File: config.mk
export PLATFORM = sky130hd
export DESIGN_NAME = key_debounce_long_press_fsm_core_flat
export DESIGN_NICKNAME = d
export VERILOG_FILES = /design/src/rtl/core/kdlp_pkg.sv /design/src/rtl/core/kdlp_channels.sv /design/src/rtl/core/key_debounce_long_press_fsm_core.sv /design/src/rtl/core/kdlp_step.sv /design/src/flat_wrapper.sv
export SDC_FILE = /design/constraint.sdc
export NUM_CORES = 1
export LEC_CHECK = 0
export ABC_CLOCK_PERIOD_IN_PS = 11200
export BUFFER_PORTS_ARGS = -buffer_cell sky130_fd_sc_hd__buf_2
export CORE_UTILIZATION = 49
export CTS_CLUSTER_SIZE = 24
export DETAILED_ROUTE_END_ITERATION = 8
export PLACE_DENSITY_LB_ADDON = 0.08
export SYNTH_ARGS = -nofsm -noshare
export SYNTH_HDL_FRONTEND = slang
export SYNTH_HIERARCHICAL = 1
export SYNTH_SLANG_ARGS = --single-unit
File: constraint.sdc
create_clock -name clk -period 11.2 [get_ports clk]
set_input_delay 1.68 -clock clk [delete_from_list [all_inputs] [get_ports clk]]
set_output_delay 1.68 -clock clk [all_outputs]
set_load 0.01 [all_outputs]
File: src/rtl/core/kdlp_pkg.sv
// Shared types and constants for the key debounce and long-press qualifier.
package kdlp_pkg;

    localparam int unsigned TIME_W = 32;
    localparam int unsigned PERIOD_W = 16;
    localparam int unsigned REG_INDEX_W = 2;

    localparam logic [PERIOD_W-1:0] DEBOUNCE_RESET = 16'd20;
    localparam logic [PERIOD_W-1:0] LONG_PRESS_RESET = 16'd1000;
    localparam logic PRESS_LEVEL_RESET = 1'b0;

    localparam logic CMD_SAMPLE = 1'b0;
    localparam logic CMD_TAKE = 1'b1;

    typedef enum logic [REG_INDEX_W-1:0] {
        REG_PRESS_LEVEL = 2'd0,
        REG_DEBOUNCE    = 2'd1,
        REG_LONG_PRESS  = 2'd2
    } reg_index_t;

    typedef enum logic [3:0] {
        PHASE_IDLE      = 4'b0001,
        PHASE_DEB_PRESS = 4'b0010,
        PHASE_PRESSED   = 4'b0100,
        PHASE_DEB_REL   = 4'b1000
    } phase_t;

    typedef enum logic [1:0] {
        EV_NONE    = 2'd0,
        EV_PRESS   = 2'd1,
        EV_LONG    = 2'd2,
        EV_RELEASE = 2'd3
    } event_t;

    typedef struct packed {
        logic                press_level;
        logic [PERIOD_W-1:0] debounce_time;
        logic [PERIOD_W-1:0] long_press_time;
    } cfg_t;

    typedef struct packed {
        phase_t              phase;
        logic [TIME_W-1:0]   entry_time;
        event_t              mail_event;
        logic                slot_free;
    } key_state_t;

endpackage

File: src/rtl/core/kdlp_channels.sv
// Channel interfaces for sample/take items, results and register writes.
interface kdlp_sample_if;
    logic        valid;
    logic        ready;
    logic        command;
    logic        pin_level;
    logic [31:0] time_now;

    modport source (output valid, output command, output pin_level, output time_now,
                    input ready);
    modport sink (input valid, input command, input pin_level, input time_now,
                  output ready);
endinterface

interface kdlp_result_if;
    logic       valid;
    logic       ready;
    logic       key_down;
    logic [1:0] event_code;

    modport source (output valid, output key_down, output event_code, input ready);
    modport sink (input valid, input key_down, input event_code, output ready);
endinterface

interface kdlp_cfg_if;
    logic        valid;
    logic        ready;
    logic [1:0]  index;
    logic [15:0] data;

    modport source (output valid, output index, output data, input ready);
    modport sink (input valid, input index, input data, output ready);
endinterface

File: src/rtl/core/key_debounce_long_press_fsm_core.sv
// Key debounce qualifier with long-press repeat and a one-slot event mailbox.
// A result is registered: the item waits in the input register and the state
// update loads the result register.
// Throughput: one item per cycle while the result side does not stall.
// Reset clears the key state to idle with an empty mailbox and loads the
// register defaults: active level 0, debounce 20 ms, long press 1000 ms.
module key_debounce_long_press_fsm_core (
    input logic              clk,
    input logic              rst_n,
    kdlp_cfg_if.sink         cfg,
    kdlp_sample_if.sink      sample,
    kdlp_result_if.source    result
);

    kdlp_pkg::cfg_t       cfg_reg;
    kdlp_pkg::cfg_t       cfg_next;

    logic                 in_valid_reg;
    logic                 in_valid_next;
    logic                 in_command_reg;
    logic                 in_pin_reg;
    logic [31:0]          in_time_reg;

    kdlp_pkg::key_state_t state_reg;
    kdlp_pkg::key_state_t state_next;

    logic                 out_valid_reg;
    logic                 out_valid_next;
    logic                 out_key_down_reg;
    kdlp_pkg::event_t     out_event_reg;

    logic                 step_key_down;
    kdlp_pkg::event_t     step_event;
    logic                 advance;
    logic                 sample_take;

    assign cfg.ready = 1'b1;

    always_comb
    begin
        cfg_next = cfg_reg;
        if (cfg.valid)
        begin
            case (kdlp_pkg::reg_index_t'(cfg.index))
                kdlp_pkg::REG_PRESS_LEVEL:  cfg_next.press_level = cfg.data[0];
                kdlp_pkg::REG_DEBOUNCE:     cfg_next.debounce_time = cfg.data;
                kdlp_pkg::REG_LONG_PRESS:   cfg_next.long_press_time = cfg.data;
                default:                    cfg_next = cfg_reg;
            endcase
        end
    end

    // The pipeline moves whenever the result register is empty or being drained.
    assign advance = !out_valid_reg || result.ready;
    assign sample.ready = !in_valid_reg || advance;
    assign sample_take = sample.valid && sample.ready;

    assign in_valid_next = sample.ready ? sample.valid : in_valid_reg;
    assign out_valid_next = advance ? in_valid_reg : out_valid_reg;

    kdlp_step u_step (
        .cfg        (cfg_reg),
        .state_cur  (state_reg),
        .command    (in_command_reg),
        .pin_level  (in_pin_reg),
        .time_now   (in_time_reg),
        .state_nxt  (state_next),
        .key_down   (step_key_down),
        .event_code (step_event)
    );

    always_ff @(posedge clk or negedge rst_n)
    begin
        if (!rst_n)
        begin
            cfg_reg.press_level <= kdlp_pkg::PRESS_LEVEL_RESET;
            cfg_reg.debounce_time <= kdlp_pkg::DEBOUNCE_RESET;
            cfg_reg.long_press_time <= kdlp_pkg::LONG_PRESS_RESET;
            in_valid_reg <= 1'b0;
            out_valid_reg <= 1'b0;
            state_reg.phase <= kdlp_pkg::PHASE_IDLE;
            state_reg.entry_time <= '0;
            state_reg.mail_event <= kdlp_pkg::EV_NONE;
            state_reg.slot_free <= 1'b1;
        end
        else
        begin
            cfg_reg <= cfg_next;
            in_valid_reg <= in_valid_next;
            out_valid_reg <= out_valid_next;
            if (advance && in_valid_reg)
            begin
                state_reg <= state_next;
            end
        end
    end

    always_ff @(posedge clk)
    begin
        if (sample_take)
        begin
            in_command_reg <= sample.command;
            in_pin_reg <= sample.pin_level;
            in_time_reg <= sample.time_now;
        end
        if (advance && in_valid_reg)
        begin
            out_key_down_reg <= step_key_down;
            out_event_reg <= step_event;
        end
    end

    assign result.valid = out_valid_reg;
    assign result.key_down = out_key_down_reg;
    assign result.event_code = out_event_reg;

endmodule

File: src/rtl/core/kdlp_step.sv
// Next-state logic of the key qualifier and its one-slot event mailbox.
module kdlp_step (
    input  kdlp_pkg::cfg_t       cfg,
    input  kdlp_pkg::key_state_t state_cur,
    input  logic                 command,
    input  logic                 pin_level,
    input  logic [31:0]          time_now,
    output kdlp_pkg::key_state_t state_nxt,
    output logic                 key_down,
    output kdlp_pkg::event_t     event_code
);

    logic                held;
    logic [31:0]         elapsed;
    logic [15:0]         limit;
    logic                expired;
    logic                raise;
    kdlp_pkg::event_t    raised_event;

    assign held = (pin_level == cfg.press_level);
    assign elapsed = time_now - state_cur.entry_time;
    // Only the pressed phase times against the long-press period.
    assign limit = (state_cur.phase == kdlp_pkg::PHASE_PRESSED) ?
                   cfg.long_press_time : cfg.debounce_time;
    assign expired = (elapsed >= {16'd0, limit});

    always_comb
    begin
        state_nxt = state_cur;
        event_code = kdlp_pkg::EV_NONE;
        raise = 1'b0;
        raised_event = kdlp_pkg::EV_NONE;
        if (command == kdlp_pkg::CMD_TAKE)
        begin
            event_code = state_cur.mail_event;
            state_nxt.mail_event = kdlp_pkg::EV_NONE;
            state_nxt.slot_free = 1'b1;
        end
        else
        begin
            case (state_cur.phase)
                kdlp_pkg::PHASE_IDLE:
                begin
                    if (held)
                    begin
                        state_nxt.phase = kdlp_pkg::PHASE_DEB_PRESS;
                        state_nxt.entry_time = time_now;
                    end
                end
                kdlp_pkg::PHASE_DEB_PRESS:
                begin
                    if (!held)
                    begin
                        state_nxt.phase = kdlp_pkg::PHASE_IDLE;
                    end
                    else if (expired)
                    begin
                        state_nxt.phase = kdlp_pkg::PHASE_PRESSED;
                        state_nxt.entry_time = time_now;
                        raise = 1'b1;
                        raised_event = kdlp_pkg::EV_PRESS;
                    end
                end
                kdlp_pkg::PHASE_PRESSED:
                begin
                    if (!held)
                    begin
                        state_nxt.phase = kdlp_pkg::PHASE_DEB_REL;
                        state_nxt.entry_time = time_now;
                    end
                    else if (expired)
                    begin
                        state_nxt.entry_time = time_now;
                        raise = 1'b1;
                        raised_event = kdlp_pkg::EV_LONG;
                    end
                end
                kdlp_pkg::PHASE_DEB_REL:
                begin
                    // A bounce back to held keeps the entry time set when the release debounce began.
                    if (held)
                    begin
                        state_nxt.phase = kdlp_pkg::PHASE_PRESSED;
                    end
                    else if (expired)
                    begin
                        state_nxt.phase = kdlp_pkg::PHASE_IDLE;
                        raise = 1'b1;
                        raised_event = kdlp_pkg::EV_RELEASE;
                    end
                end
                default:
                begin
                    state_nxt.phase = kdlp_pkg::PHASE_IDLE;
                end
            endcase
            // An event raised while the mailbox is occupied is dropped.
            if (raise && state_cur.slot_free)
            begin
                state_nxt.mail_event = raised_event;
                state_nxt.slot_free = 1'b0;
            end
        end
    end

    assign key_down = (state_nxt.phase == kdlp_pkg::PHASE_PRESSED) ||
                      (state_nxt.phase == kdlp_pkg::PHASE_DEB_PRESS);

endmodule

File: src/flat_wrapper.sv
// flat-port wrapper written by rule: the top's interface ports become plain ports
module key_debounce_long_press_fsm_core_flat 
  (clk, rst_n, cfg_valid, cfg_index, cfg_data, cfg_ready, sample_valid, sample_command, sample_pin_level, sample_time_now, sample_ready, result_valid, result_key_down, result_event_code, result_ready);
  kdlp_cfg_if cfg_i ();
  kdlp_sample_if sample_i ();
  kdlp_result_if result_i ();
  input logic clk;
  input logic rst_n;
  input wire logic [$bits(cfg_i.valid)-1:0] cfg_valid;
  input wire logic [$bits(cfg_i.index)-1:0] cfg_index;
  input wire logic [$bits(cfg_i.data)-1:0] cfg_data;
  output wire logic [$bits(cfg_i.ready)-1:0] cfg_ready;
  input wire logic [$bits(sample_i.valid)-1:0] sample_valid;
  input wire logic [$bits(sample_i.command)-1:0] sample_command;
  input wire logic [$bits(sample_i.pin_level)-1:0] sample_pin_level;
  input wire logic [$bits(sample_i.time_now)-1:0] sample_time_now;
  output wire logic [$bits(sample_i.ready)-1:0] sample_ready;
  output wire logic [$bits(result_i.valid)-1:0] result_valid;
  output wire logic [$bits(result_i.key_down)-1:0] result_key_down;
  output wire logic [$bits(result_i.event_code)-1:0] result_event_code;
  input wire logic [$bits(result_i.ready)-1:0] result_ready;
  assign cfg_i.valid = cfg_valid;
  assign cfg_i.index = cfg_index;
  assign cfg_i.data = cfg_data;
  assign cfg_ready = cfg_i.ready;
  assign sample_i.valid = sample_valid;
  assign sample_i.command = sample_command;
  assign sample_i.pin_level = sample_pin_level;
  assign sample_i.time_now = sample_time_now;
  assign sample_ready = sample_i.ready;
  assign result_valid = result_i.valid;
  assign result_key_down = result_i.key_down;
  assign result_event_code = result_i.event_code;
  assign result_i.ready = result_ready;
  key_debounce_long_press_fsm_core u_core (.clk(clk), .rst_n(rst_n), .cfg(cfg_i), .sample(sample_i), .result(result_i));
endmodule
==> flow_summary.ini <==
[power]
peakVddDrop_mv = 0.0989
p_per_area_nw_per_um2 = 234
leakage_uw = 0.00394

[hold_path]
holdPathStages = 1
hold_end = u_core/cfg_reg[21]
min_path_type = reg -> reg
min_from = u_core/cfg_reg[21]

[floorplanning]
core.rowCount = 46
start_util_pct = 50.9
coreArea_um2 = 16100
die-area_um2 = 17300
io_pins = 63
die_x_um = 131
die_h_um = 131

[clocking]
cts_resized = 0
clk_latency_ns = 0.36
cts_setup_buffers = 0
cts_buffers = 9
path_clk_slew_ns = 0.08
htreeDepth = 3
cts_root_buf = clkbuf_16
cts_tree = done
hold_buffers = 0
clockBufferDepth = 2
cts.sinks = 111

[yosys]
synth-seq-area-share_pct = 36.3
synthArstFlopShare_pct = 66.7
synth_cell_types = 76
synth_area_per_cell_um2 = 9.67
synth_cells = 848
synth_nets = 953
syn-cell-area_um2 = 8200
ys.flop_type = dfrtp_1
synth_seq_cells = 111
yosysWarningCount = 6
synth_edf_count = 37

[timing]
max_freq_mhz = 174
hold_violations = 0
rsz0062_at_grt = no
fin_ws_ns = 5.45
fin_skew_ns = 0.00592
post-route-period-util_pct = 51.3
fin_tns_setup_ns = 0
whs_ns = 0.509
period_minus_slack_ns = 5.75
worst_pin_slew_ns = 1.22
slew_violations = 0
setup_viol = 0
relSlewSlack_pct = 18.9

[layout]
mostFrequentLayoutCell = nand2_1
nFillCells = 1465
syn_to_final_growth_pct = 8.39
layout-drive-gt1-share_pct = 21.7
mostFrequentLayoutCells = nand2_1, dfrtp_1, o21ai_0
n_antenna_cell = 0
postLayoutCoreUtil_pct = 55.2
final_nets = 983
largest_reg_flops = 39

[flow_run]
cap_violations = 0

[worst_setup_path]
start_kind = register
path_cells = ha_1 -> fa_1 -> nor2b_1 -> o2111ai_1 -> nand2_1 -> xor2_1 -> ha_1 -> and4_1 -> a2111oi_0 -> o21ai_0 -> a211o_1 -> nor4_1 -> nand3_1 -> or4b_4 -> nor4b_1 -> a21oi_4 -> a221o_1 -> mux2_2
cp_num_buf_inv = 0
endpoint_kind = register
crit_slowest_cell = or4b_4
r2r_slack_ns = 5.45
cp.arrival_ns = 6.00
path_common_cell = ha_1
worstPathMaxFanout = 32
r2r_start = u_core/state_reg[3]
rr_worst_depth = 18
crit_cells = 18
slowest_delay_ns = 0.52
rr_endpoint = u_core/state_reg[10]
critPathKind = reg -> reg
required_ns = 11.45
cp_top_family = simple AND/OR/NAND/NOR gates

[route]
postRouteAntennaNets = 0
dr.max_layer_used = met4
wl_met2_mm = 9.38
avgRoutedWirePerCell_um = 18.0
drc = 0
first_pass_iters = 5
vias = 6501
viasPerCell = 5.92
drt-initial-drc-count = 534
wl_met3_um = 631
totalWireLength_mm = 19.8
met1_length_mm = 9.52

[run_status]
status = finished clean

[placement]
gp_congestion = 0.871
portBuffers = 61
pre_cts_ws_ns = 5.56
dp_hpwl_mm = 14.1

[grt]
grt_pass1_vias = 6366
overflow = 0
grt_pass1_wl_mm = 33.0
antenna_found_initial = 0
track_usage_pct = 23.7
grt_max_degree = 75
[metrics by stage]
stage          cells  area, µm²  total power, µW
6_report        1099       8890             2080
5_1_grt         1099       8890             2260
4_1_cts         1099       8890             2090
3_5_place_dp    1083       8580             1750
3_3_place_gp    1083       8580             1710
2_1_floorplan    848       8200             1490
[cell usage after synthesis (13+ instances only)]
cell      number  area [µm²]
and3_1        35         219
xnor2_1       15         131
edfxtp_1      37        1110
a21o_1        15         113
o21ai_0       62         310
a221o_1       34         340
nor3_1        15        75.1
clkbuf_1      25        93.8
inv_1         39         146
nor2_1        37         139
nand2b_1      17         106
mux2i_1       19         190
nand2_1      107         402
a21oi_1       38         190
ha_1          47         588
mux2_4        20         300
dfrtp_1       64        1600
nand4_1       13        81.3
mux2_2        54         608
[worst max-delay path by stage]
stage	start	end
finish	u_core/state_reg[3]	u_core/state_reg[10]
detailed placement	u_core/state_reg[3]	u_core/state_reg[34]
CTS	u_core/state_reg[3]	u_core/state_reg[34]
global route	u_core/state_reg[3]	u_core/state_reg[23]
global placement	u_core/state_reg[3]	u_core/state_reg[34]
floorplan	u_core/state_reg[37]	u_core/state_reg[10]
[per-layer routing]
| metal | vias up | track usage, % |
|---|---|---|
| li1 | 3186 | - |
| met1 | 3193 | 32.1 |
| met2 | 105 | 39.6 |
| met3 | 17 | 3.28 |
| met4 | 0 | 6.46 |
| met5 | - | 0 |
[layout make-up]
cell class                 count  area [µm²]  area share [%]
inverter                      39         146            1.65
sequential                   111        2980            33.5
multi-input combinational    651        4840            54.5
timing repair buffer          66         345            3.88
clock inverter                 6        60.1           0.675
tap                          216         270            3.04
clock buffer                  10         250            2.81
[cell families after synthesis]
family,after synthesis,share of synthesized area [%]
xor+xnor,22,2.35
simple gates,275,17.4
other cells,1,0.0457
fa+ha+maj,48,7.41
flops,111,36.3
compound gates,211,18.0
buf+inv,86,5.05
mux,94,13.5
[power breakdown]
group	leakage [µW]	total [µW]	switching, µW	internal, µW
Clock	0.000145	331	162	169
Combinational	0.00255	1140	639	505
Sequential	0.00125	605	86.3	518
(Power assumes the default switching activity.)
